**config.mk**
```make
export PLATFORM = sky130hd
export DESIGN_NAME = xor_checksum_frame_parser_top
export DESIGN_NICKNAME = d
export VERILOG_FILES = /design/src/rtl/core/xcfp_pkg.sv /design/src/rtl/core/xor_checksum_frame_parser_top.sv /design/src/rtl/core/xcfp_datapath.sv /design/src/rtl/core/xcfp_ctrl.sv
export SDC_FILE = /design/constraint.sdc
export NUM_CORES = 1
export LEC_CHECK = 0
export BUFFER_PORTS_ARGS = -buffer_cell sky130_fd_sc_hd__buf_2
export CAP_MARGIN = 20
export CORE_MARGIN = 1
export CORE_UTILIZATION = 40
export CTS_CLUSTER_DIAMETER = 80
export DETAILED_ROUTE_END_ITERATION = 8
export PLACE_DENSITY = 0.59
export SYNTH_ARGS = -nofsm -noshare
export SYNTH_HDL_FRONTEND = slang
export SYNTH_SLANG_ARGS = --single-unit
```
**constraint.sdc**
```tcl
create_clock -name clk -period 7.6 [get_ports clk]
set_input_delay 0.38 -clock clk [delete_from_list [all_inputs] [get_ports clk]]
set_output_delay 0.38 -clock clk [all_outputs]
set_load 0.05 [all_outputs]
```
**src/rtl/core/xcfp_pkg.sv**
```systemverilog
// Shared constants and controller/datapath interface types for the frame parser.
`timescale 1ns / 1ps

package xcfp_pkg;

  localparam int PAYLOAD_CAPACITY_DEF = 32;
  localparam int OUT_LEN_W            = 6;

  localparam logic [7:0] CH_U     = 8'h55;  // 'U'
  localparam logic [7:0] CH_N     = 8'h4E;  // 'N'
  localparam logic [7:0] CH_E     = 8'h45;  // 'E'
  localparam logic [7:0] CH_R     = 8'h52;  // 'R'
  localparam logic [7:0] CH_COLON = 8'h3A;  // ':'
  localparam logic [7:0] HDR_LEN_OVERHEAD = 8'd2;

  typedef struct packed {
    logic xor_init;    // start checksum with current byte
    logic xor_acc;     // fold current byte into checksum
    logic load_len;
    logic load_cmd;    // also clears payload count
    logic store_byte;
    logic start_run;
    logic do_read;
    logic load_out;
  } xcfp_cmd_t;

  typedef struct packed {
    logic match_u;
    logic match_n;
    logic match_e;
    logic match_r;
    logic match_col;
    logic len_gt2;
    logic payload_done;
    logic csum_ok;
    logic stored_zero;
    logic run_last;
    logic out_free;
  } xcfp_status_t;

endpackage

```
**src/rtl/core/xor_checksum_frame_parser_top.sv**
```systemverilog
// Parser for header-framed bytes: one received byte a request in, frame results out.
// A received byte is taken on each request while the input is not stalled; the
// header, length, command, payload and checksum bytes each take one request.
// When the checksum byte matches, the input is stalled while the frame's
// results are sent: each stored payload byte is read from the payload store
// and then loaded into the output register, a load that waits while the output
// is stalled; an empty frame gives one result. The last result may wait in the
// output register while the next frame's bytes arrive.
// Payload bytes past the store capacity enter the checksum but are dropped,
// and the results then report the saturated length with truncated set.
`timescale 1ns / 1ps

module xor_checksum_frame_parser_top import xcfp_pkg::*; #(
  parameter int PAYLOAD_CAPACITY = PAYLOAD_CAPACITY_DEF
) (
  input  logic                 clk,
  input  logic                 rst,
  input  logic                 in_valid,
  output logic                 in_stall,
  input  logic [7:0]           rx_byte,
  output logic                 out_valid,
  input  logic                 out_stall,
  output logic [7:0]           command,
  output logic [7:0]           payload_byte,
  output logic                 has_payload,
  output logic [OUT_LEN_W-1:0] stored_length,
  output logic                 truncated,
  output logic                 last
);

  xcfp_cmd_t    cmd;
  xcfp_status_t status;
  logic         busy;
  logic         in_accept;

  assign in_stall  = busy;
  assign in_accept = in_valid && !busy;

  xcfp_ctrl u_ctrl (
    .clk       (clk),
    .rst       (rst),
    .in_accept (in_accept),
    .status    (status),
    .cmd       (cmd),
    .busy      (busy)
  );

  xcfp_datapath #(
    .PAYLOAD_CAPACITY (PAYLOAD_CAPACITY)
  ) u_datapath (
    .clk           (clk),
    .rst           (rst),
    .rx_byte       (rx_byte),
    .cmd           (cmd),
    .status        (status),
    .out_valid     (out_valid),
    .out_stall     (out_stall),
    .command       (command),
    .payload_byte  (payload_byte),
    .has_payload   (has_payload),
    .stored_length (stored_length),
    .truncated     (truncated),
    .last          (last)
  );

endmodule

```
**src/rtl/core/xcfp_datapath.sv**
```systemverilog
// Datapath: checksum, length/command registers, payload store and output register.
`timescale 1ns / 1ps

module xcfp_datapath import xcfp_pkg::*; #(
  parameter int PAYLOAD_CAPACITY = PAYLOAD_CAPACITY_DEF
) (
  input  logic              clk,
  input  logic              rst,
  input  logic [7:0]        rx_byte,
  input  xcfp_cmd_t         cmd,
  output xcfp_status_t      status,
  output logic              out_valid,
  input  logic              out_stall,
  output logic [7:0]        command,
  output logic [7:0]        payload_byte,
  output logic              has_payload,
  output logic [OUT_LEN_W-1:0] stored_length,
  output logic              truncated,
  output logic              last
);

  localparam int ADDR_W   = (PAYLOAD_CAPACITY > 1) ? $clog2(PAYLOAD_CAPACITY) : 1;
  localparam int STORED_W = $clog2(PAYLOAD_CAPACITY + 1);
  localparam logic [7:0] CAP8 = 8'(PAYLOAD_CAPACITY);

  logic [7:0]          running_xor;
  logic [7:0]          declared_length;
  logic [7:0]          frame_command;
  logic [7:0]          byte_count;
  logic [ADDR_W-1:0]   rd_idx;
  logic [7:0]          rd_data;
  logic [7:0]          mem [PAYLOAD_CAPACITY];

  logic                wr_en;
  logic                trunc;
  logic [STORED_W-1:0] stored;
  logic [STORED_W+OUT_LEN_W-1:0] stored_ext;
  logic [8:0]          count_inc;
  logic [8:0]          len_less2;
  logic                last_next;

  assign trunc      = byte_count > CAP8;
  assign stored     = trunc ? STORED_W'(PAYLOAD_CAPACITY) : STORED_W'(byte_count);
  assign stored_ext = {{OUT_LEN_W{1'b0}}, stored};
  assign wr_en      = cmd.store_byte && (byte_count < CAP8);
  assign count_inc  = {1'b0, byte_count} + 9'd1;
  assign len_less2  = {1'b0, declared_length} - {1'b0, HDR_LEN_OVERHEAD};
  assign last_next  = (stored == '0) || ((STORED_W'(rd_idx) + STORED_W'(1)) == stored);

  assign status.match_u      = rx_byte == CH_U;
  assign status.match_n      = rx_byte == CH_N;
  assign status.match_e      = rx_byte == CH_E;
  assign status.match_r      = rx_byte == CH_R;
  assign status.match_col    = rx_byte == CH_COLON;
  assign status.len_gt2      = declared_length > HDR_LEN_OVERHEAD;
  assign status.payload_done = count_inc >= len_less2;
  assign status.csum_ok      = rx_byte == running_xor;
  assign status.stored_zero  = stored == '0;
  assign status.run_last     = last_next;
  assign status.out_free     = !out_valid || !out_stall;

  always_ff @(posedge clk) begin
    if (rst) begin
      running_xor     <= '0;
      declared_length <= '0;
      frame_command   <= '0;
      byte_count      <= '0;
      rd_idx          <= '0;
    end else begin
      if (cmd.xor_init) running_xor <= rx_byte;
      else if (cmd.xor_acc) running_xor <= running_xor ^ rx_byte;
      if (cmd.load_len) declared_length <= rx_byte;
      if (cmd.load_cmd) begin
        frame_command <= rx_byte;
        byte_count    <= '0;
      end else if (cmd.store_byte) begin
        byte_count <= count_inc[7:0];
      end
      if (cmd.start_run) rd_idx <= '0;
      else if (cmd.load_out) rd_idx <= rd_idx + ADDR_W'(1);
    end
  end

  // Payload store: one write port, one registered read port.
  always_ff @(posedge clk) begin
    if (wr_en) mem[byte_count[ADDR_W-1:0]] <= rx_byte;
    if (cmd.do_read) rd_data <= mem[rd_idx];
  end

  always_ff @(posedge clk) begin
    if (rst) begin
      out_valid <= 1'b0;
    end else if (cmd.load_out) begin
      out_valid <= 1'b1;
    end else if (!out_stall) begin
      out_valid <= 1'b0;
    end
  end

  always_ff @(posedge clk) begin
    if (cmd.load_out) begin
      command       <= frame_command;
      payload_byte  <= status.stored_zero ? 8'd0 : rd_data;
      has_payload   <= !status.stored_zero;
      stored_length <= stored_ext[OUT_LEN_W-1:0];
      truncated     <= trunc;
      last          <= last_next;
    end
  end

  a_load_only_when_free: assert property (@(posedge clk) disable iff (rst)
    cmd.load_out |-> !(out_valid && out_stall))
    else $error("output register overwritten while stalled");

  a_no_read_write_clash: assert property (@(posedge clk) disable iff (rst)
    !(cmd.do_read && cmd.store_byte))
    else $error("store read and write in the same cycle");

  a_empty_is_last: assert property (@(posedge clk) disable iff (rst)
    (out_valid && !has_payload) |-> last)
    else $error("empty frame result not marked last");

endmodule

```
**src/rtl/core/xcfp_ctrl.sv**
```systemverilog
// Controller: header/payload/checksum sequencing and result run control.
`timescale 1ns / 1ps

module xcfp_ctrl import xcfp_pkg::*; (
  input  logic         clk,
  input  logic         rst,
  input  logic         in_accept,
  input  xcfp_status_t status,
  output xcfp_cmd_t    cmd,
  output logic         busy
);

  typedef enum logic [3:0] {
    ST_IDLE, ST_GOT_U, ST_GOT_N, ST_GOT_E, ST_GOT_R, ST_GOT_LEN,
    ST_GOT_COL, ST_PAYLOAD, ST_CHECK, ST_READ, ST_LOAD
  } state_t;

  state_t state, state_next;

  always_comb begin
    cmd        = '0;
    state_next = state;
    unique case (state)
      ST_IDLE: if (in_accept && status.match_u) begin
        cmd.xor_init = 1'b1;
        state_next   = ST_GOT_U;
      end
      ST_GOT_U: if (in_accept) begin
        cmd.xor_acc = status.match_n;
        state_next  = status.match_n ? ST_GOT_N : ST_IDLE;
      end
      ST_GOT_N: if (in_accept) begin
        cmd.xor_acc = status.match_e;
        state_next  = status.match_e ? ST_GOT_E : ST_IDLE;
      end
      ST_GOT_E: if (in_accept) begin
        cmd.xor_acc = status.match_r;
        state_next  = status.match_r ? ST_GOT_R : ST_IDLE;
      end
      ST_GOT_R: if (in_accept) begin
        cmd.xor_acc  = 1'b1;
        cmd.load_len = 1'b1;
        state_next   = ST_GOT_LEN;
      end
      ST_GOT_LEN: if (in_accept) begin
        cmd.xor_acc = status.match_col;
        state_next  = status.match_col ? ST_GOT_COL : ST_IDLE;
      end
      ST_GOT_COL: if (in_accept) begin
        cmd.xor_acc  = 1'b1;
        cmd.load_cmd = 1'b1;
        state_next   = status.len_gt2 ? ST_PAYLOAD : ST_CHECK;
      end
      ST_PAYLOAD: if (in_accept) begin
        cmd.xor_acc    = 1'b1;
        cmd.store_byte = 1'b1;
        if (status.payload_done) state_next = ST_CHECK;
      end
      ST_CHECK: if (in_accept) begin
        cmd.start_run = status.csum_ok;
        if (!status.csum_ok) state_next = ST_IDLE;
        else if (status.stored_zero) state_next = ST_LOAD;
        else state_next = ST_READ;
      end
      ST_READ: begin
        cmd.do_read = 1'b1;
        state_next  = ST_LOAD;
      end
      ST_LOAD: if (status.out_free) begin
        cmd.load_out = 1'b1;
        state_next   = status.run_last ? ST_IDLE : ST_READ;
      end
      default: state_next = ST_IDLE;
    endcase
  end

  always_ff @(posedge clk) begin
    if (rst) begin
      state <= ST_IDLE;
      busy  <= 1'b0;
    end else begin
      state <= state_next;
      busy  <= (state_next == ST_READ) || (state_next == ST_LOAD);
    end
  end

  a_busy_in_run: assert property (@(posedge clk) disable iff (rst)
    (state == ST_READ || state == ST_LOAD) |-> busy)
    else $error("input not stalled during result run");

  a_no_accept_in_run: assert property (@(posedge clk) disable iff (rst)
    busy |-> !in_accept)
    else $error("request accepted during result run");

  a_read_feeds_load: assert property (@(posedge clk) disable iff (rst)
    cmd.do_read |=> (state == ST_LOAD))
    else $error("store read not followed by output load");

endmodule

```
# == Word-level counts from Yosys, hierarchy flattened ==
# Memories as Yosys holds them, arrays and structs flattened. A register that Yosys moved wholly into a read port is not among the register bits.
# Index checks and enable logic that the tools add are counted.
# Widths: inputs -> output; s select.
# totals
regBits,68
mem_bits_rw,256
output_inout_bits,27
wordCells,104
mem_count,1
# classes
add_sub_neg,4
n_lt_le_gt_ge,4
eq_ne,20
n_mux,44
n_bitwise,1
reduce_logical,16
# memory_table
name,words,width,read_ports,rd_ports_with_merged_regs,write_ports,line_no,text
u_datapath.mem,32,8,1,1,1,xcfp_datapath.sv:32,logic [7:0] mem [PAYLOAD_CAPACITY];
# op_table
op,n
$mux 4,14
$pmux 4 s11,1
$eq 8x7->1 const B,4
$eq 4x4->1 const B,5
$mux 1,19
$eq 4x3->1 const B,4
$mux 8,2
$add 8x1->9 const B,1
$ge 9x9->1,1
$sub 8x2->9 const B,1
$eq 4x2->1 const B,2
$eq 8x6->1 const B,1
$eq 8x8->1,1
$gt 8x2->1 const B,1
$gt 8x6->1 const B,1
$lt 8x6->1 const B,1
$mux 2,4
$xor 8x8->8,1
$add 5x1->6 const B,1
$eq 6x6->1,1
$logic_not 6->1,1
$mux 3,2
$mux 6,1
$pmux 1 s6,1
9 further kinds,18

# == Longest topological paths before layout ==
# depth
depth_word,9
depth_mapped,12
depth_no_buf,12

# == Hierarchy ==
# Synthesis repeated with hierarchy kept, for this count alone.
# hier_totals
hier_cells,920
area_unflattened_um2,14119.8
# modules_own_cells
mod,n_inst,cells_each,area_each_um2,seq_area_each_um2
xcfp_datapath,1,842,13450.4,9439.1
xcfp_ctrl,1,77,655.6,100.1
xor_checksum_frame_parser_top,1,1,13.8,0.0

# == Worst setup path after synthesis ==
# OpenSTA, ideal clock, no wires.
# synth_path
path_kind,register -> register
from,register u_ctrl.state[3]
to,register u_ctrl.busy
setup_ns,0.080
arrival_ns,3.266
setup_slack_ns,4.254
path_stages_with_launch,9
synth_period_minus_slack_ns,3.346
path_cell_list,dfxtp_1 -> clkbuf_1 -> nor2b_1 -> nand2_1 -> a21oi_1 -> o41ai_2 -> a21oi_1 -> o21ai_0 -> a211oi_2
# synth_via
elab_chain_len,5
elab_cells_between_ends,26
classes_between,12 x eq/ne; 12 x mux; 2 x reduce/logical
# synth_lines
item,line_no,text
from (decl),xcfp_ctrl.sv:18,"state_t state, state_next;"
from (signal assigned),xcfp_ctrl.sv:82,state <= state_next;
$mux 4,xcfp_ctrl.sv:57,if (status.payload_done) state_next = ST_CHECK;
$mux 4,xcfp_ctrl.sv:54,ST_PAYLOAD: if (in_accept) begin
$pmux 4 s11 *,xcfp_ctrl.sv:23,unique case (state)
$eq 4x4->1,xcfp_ctrl.sv:83,busy <= (state_next == ST_READ) || (state_next == ST_LOAD);
$logic_or 1x1->1 *,xcfp_ctrl.sv:83,
to (signal assigned),xcfp_ctrl.sv:83,
to (decl),xcfp_ctrl.sv:10,output logic busy
# Every way passes the cells marked *; elsewhere a longest branch is shown, timed or not.
# A chain may end at the register's enable or synchronous reset.

# == Worst setup path in the final report ==
# layout_path
from,register u_datapath.rd_idx[0]
to,register u_ctrl.busy
# layout_via
elab_chain_len,8
elab_cells_between_ends,9
classes_between,1 x add/sub; 3 x eq/ne; 3 x mux; 2 x reduce/logical
# layout_lines
item,line_no,text
from (decl),xcfp_datapath.sv:30,logic [ADDR_W-1:0] rd_idx;
from (signal assigned),xcfp_datapath.sv:80,else if (cmd.load_out) rd_idx <= rd_idx + ADDR_W'(1);
$add 5x1->6 *,xcfp_datapath.sv:48,assign last_next = (stored == '0) || ((STORED_W'(rd_idx) + STORED_W'(1)) == stored);
$eq 6x6->1 *,xcfp_datapath.sv:48,
$logic_or 1x1->1 *,xcfp_datapath.sv:48,
$mux 4 *,xcfp_ctrl.sv:71,state_next = status.run_last ? ST_IDLE : ST_READ;
$mux 4 *,xcfp_ctrl.sv:69,ST_LOAD: if (status.out_free) begin
$pmux 4 s11 *,xcfp_ctrl.sv:23,
$eq 4x4->1,xcfp_ctrl.sv:83,
$logic_or 1x1->1 *,xcfp_ctrl.sv:83,
# Marked as above.

==> summary.txt <==
Run status
  • Status: finished, final reports clean

Logic synthesis
  • Yosys top cell by area: edfxtp_1
  • Most common cell in the synthesized netlist: edfxtp_1
  • Post-Synth Adder-Cell Area: 1.35%
  • Main synth FF type: edfxtp_1
  • Synth warn: 0
  • Largest family of logic cells by synthesized area: multiplexers
  • Post-synthesis mux area share: between 10% and 20%
  • Post-synth ARST share: 0%
  • Sequential-to-total area share from yosys stat: 68.8%
  • Synth area leaders: edfxtp_1 (63%), mux4_2 (13%), dfxtp_1 (6.2%)
  • Unique masters post-synth: 63
  • Syn Inst Count: 843
  • Syn nets: 870
  • XOR/XNOR share of the synthesized area: 2.27%
  • Mapped Area: 13900 um^2
  • Post-synth EDFFs: 289
  • Complex-gate fraction of the synthesized area: 3.58%
  • Yosys reg bits: 332
  • Synth cell count leaders: edfxtp_1 (289), mux4_2 (80), nor2_1 (68), nand2_1 (64), dfxtp_1 (43)
  • Syn avg cell area: 16.4 um^2
  • Share of the synthesized area in the top cell type: 62.6%
  • Simple-Gate Fraction of Synth Area: 8.47%

GRT
  • Gr usage total: between 15 and 20%
  • Grt total ovfl: 0
  • First-pass GRT wire length: 47.2 mm
  • Vias in the first global route: ~7500
  • Initial antenna violation count: 0
  • Largest net degree at the start of global routing: 70

Critical path
  • Worst setup EP type: flop
  • Buf/Inv on CP: 1
  • Maximum single-stage delay on the critical path: 0.76 ns
  • Kind of critical path: reg2reg
  • Critical path startpoint category: flop
  • CP Cell Sequence: buf_4 > ha_1 > and3_1 > o221a_2 > o22ai_1 > o41ai_2 > a21oi_1 > or3_1 > a211oi_2
  • Crit-path max FO: 37
  • Critical-path top delay cell: dfxtp_4
  • Worst EP required: 8.04 ns
  • Crit path DAT: between 3 and 4 ns
  • Cell family with most CP delay: compound AO/OA/AOI/OAI gates

Finish
  • # diodes: 0
  • Area delta synth->final: 14.1%
  • Share of cells above drive strength 1: 22.5%
  • Final nets: 911
  • Fin area: 15800 um^2

Timing
  • Min Clock Period, post-route: 3.52 ns
  • Setup Viol. Count Final: 0
  • Slew margin rel.: 31.3%
  • Slew @ Worst Pin: 1.02 ns
  • RSZ-0062 raised after global routing: no
  • Final Hold Fails: 0
  • Final period util: between 40% and 50%
  • Final Max Slew Viols: 0
  • Setup Skew: 0.0237 ns
  • Fmax: around 0.28 GHz
  • Setup_tns: 0 ns
  • Final WS setup: approximately 4.1 ns

Clock tree
  • H-tree levels: 2
  • Clock latency on the worst-skew pair: 0.53 ns
  • Post-CTS Hold Fix Bufs: 0
  • # resized after CTS: 0
  • CTS Buf Count: 37
  • Post-CTS setup buffer count: 0
  • Root Driver: clkbuf_16
  • Clock Pin Slew Worst Setup and Hold Paths: 0.06 ns
  • Clk sinks: 332
  • CTS tree: built
  • Maximum clock path buffer count: 3

Drt
  • Routed Antenna Nets: 0
  • First-iteration detailed-routing DRC count: roughly 800
  • Final wirelength: 30.3 mm
  • Remaining DRCs: 0
  • Drt first pass iters: 5
  • Vias per Instance: approximately 5.5
  • Via count: 7506
  • Avg WL per Cell: approximately 22 um

Floorplanning
  • I/O Pins: 39
  • Die area: 35400 um^2
  • Core area: 33800 um^2
  • Initial Util: around 41%
  • Row cnt: 67
  • Die Wd: 188 um
  • Die Span Y: between 150 and 200 um

Place
  • I/O Buffers: 38
  • GP Congestion: 0.819
  • Dpl ws: 4.03 ns
  • Cell Area, Placed: about 15000 um^2
  • HPWL after DPL: 18.5 mm

Power
  • Total power: roughly 3.9 mW
  • Static Leak: 5.09 nW
  • Peak VDD IR: 0.156 mV
  • PwrDens: 244 nW/um^2

Hold path
  • Worst hold path type: in2reg

Job
  • Max cap viols: 0
-- registers in the layout (all words and copies together), names as in the netlist, 4 cells and up --
name	count
u_ctrl.state	4
u_datapath.byte_count	8
u_datapath.command	8
u_datapath.declared_length	8
u_datapath.frame_command	8
u_datapath.mem	256
u_datapath.payload_byte	8
u_datapath.rd_data	8
u_datapath.rd_idx	5
u_datapath.running_xor	8
u_datapath.stored_length	6
-- area by class of cell --
class	count	area, um^2
clock buffers	48	1050
clock inverters	20	231
fillers	2869	18000
inverters	13	48.8
multi-input cells	451	4100
flip-flops and latches	332	9540
well taps	448	561
repair buffers	49	280
-- per-layer routing --
| layer | up-vias | GRT usage [%] | share of wire (%) |
|---|---|---|---|
| met5 | - | 0 | 0 |
| met4 | 0 | 4.57 | 2.0 |
| met3 | 49 | 3.35 | 6.6 |
| met2 | 273 | 26.4 | 45 |
| met1 | 3805 | 26.6 | 46 |
| li1 | 3379 | - | - |
-- worst min-delay path, delay by kind of cell --
family	cells	cell delay, ns
and+or+nand+nor	1	0.15
buffers and inverters	1	0.12
AOI/OAI and AO/OA	1	0.08
-- kinds of logic after synthesis --
group / after synthesis
flip-flops: 332
multiplexers: 91
buffers and inverters: 60
adder cells (fa/ha/maj): 15
AND/OR/NAND/NOR: 238
XOR/XNOR: 36
AO/OA/AOI/OAI: 71
-- power breakdown --
part,leakage [nW],internal (mW),switching [mW]
sequential,2.92,1.98,0.0000785
combinational,1.55,0.00783,0.0416
clock,0.618,1.12,0.714
total,5.09,3.10,0.755
-- per-stage QoR --
step	instances	util (%)	hold slack (ns)
2_1_floorplan	843	-	0.408
3_3_place_gp	1292	43.0	0.414
3_5_place_dp	1292	43.0	0.416
4_1_cts	1360	46.8	0.238
5_1_grt	1361	46.8	0.275
6_report	1361	46.8	0.258
-- layout by cell type (no fill, tap or decap), types with 4 or more instances in the layout --
master     instances
nor4_1             6
a211oi_1           4
xnor2_1           17
mux2i_1           11
nand3b_1           6
nand2b_1          10
nor2_1            68
ha_1              15
a21oi_1           23
nand2_1           64
dfxtp_1           41
clkbuf_8           4
nor2b_1            9
nand3_1           17
clkinv_1           6
a21o_1             5
buf_2             38
o22ai_1            5
clkbuf_1           5
o21ai_0            4
xor2_1            19
inv_1             10
nor3_1             8
clkinv_2           4
nand4_1           10
clkbuf_16         39
bufinv_16          4
mux4_2            80
edfxtp_1         289
and2_1            12
or2_2              6
buf_4             10
or3_1              5
and3_1             5
-- path summary, 6_finish.rpt --
check	start	to	slack (ns)	cells after the start
max	u_datapath.rd_idx[0]	u_ctrl.busy	4.08	9
min	out_stall	u_datapath.out_valid	0.26	3
max reg2reg	u_datapath.rd_idx[0]	u_ctrl.busy	4.08	9
min reg2reg	u_datapath.frame_command[1]	u_datapath.command[1]	0.43	0
(Power assumes the default switching activity.)
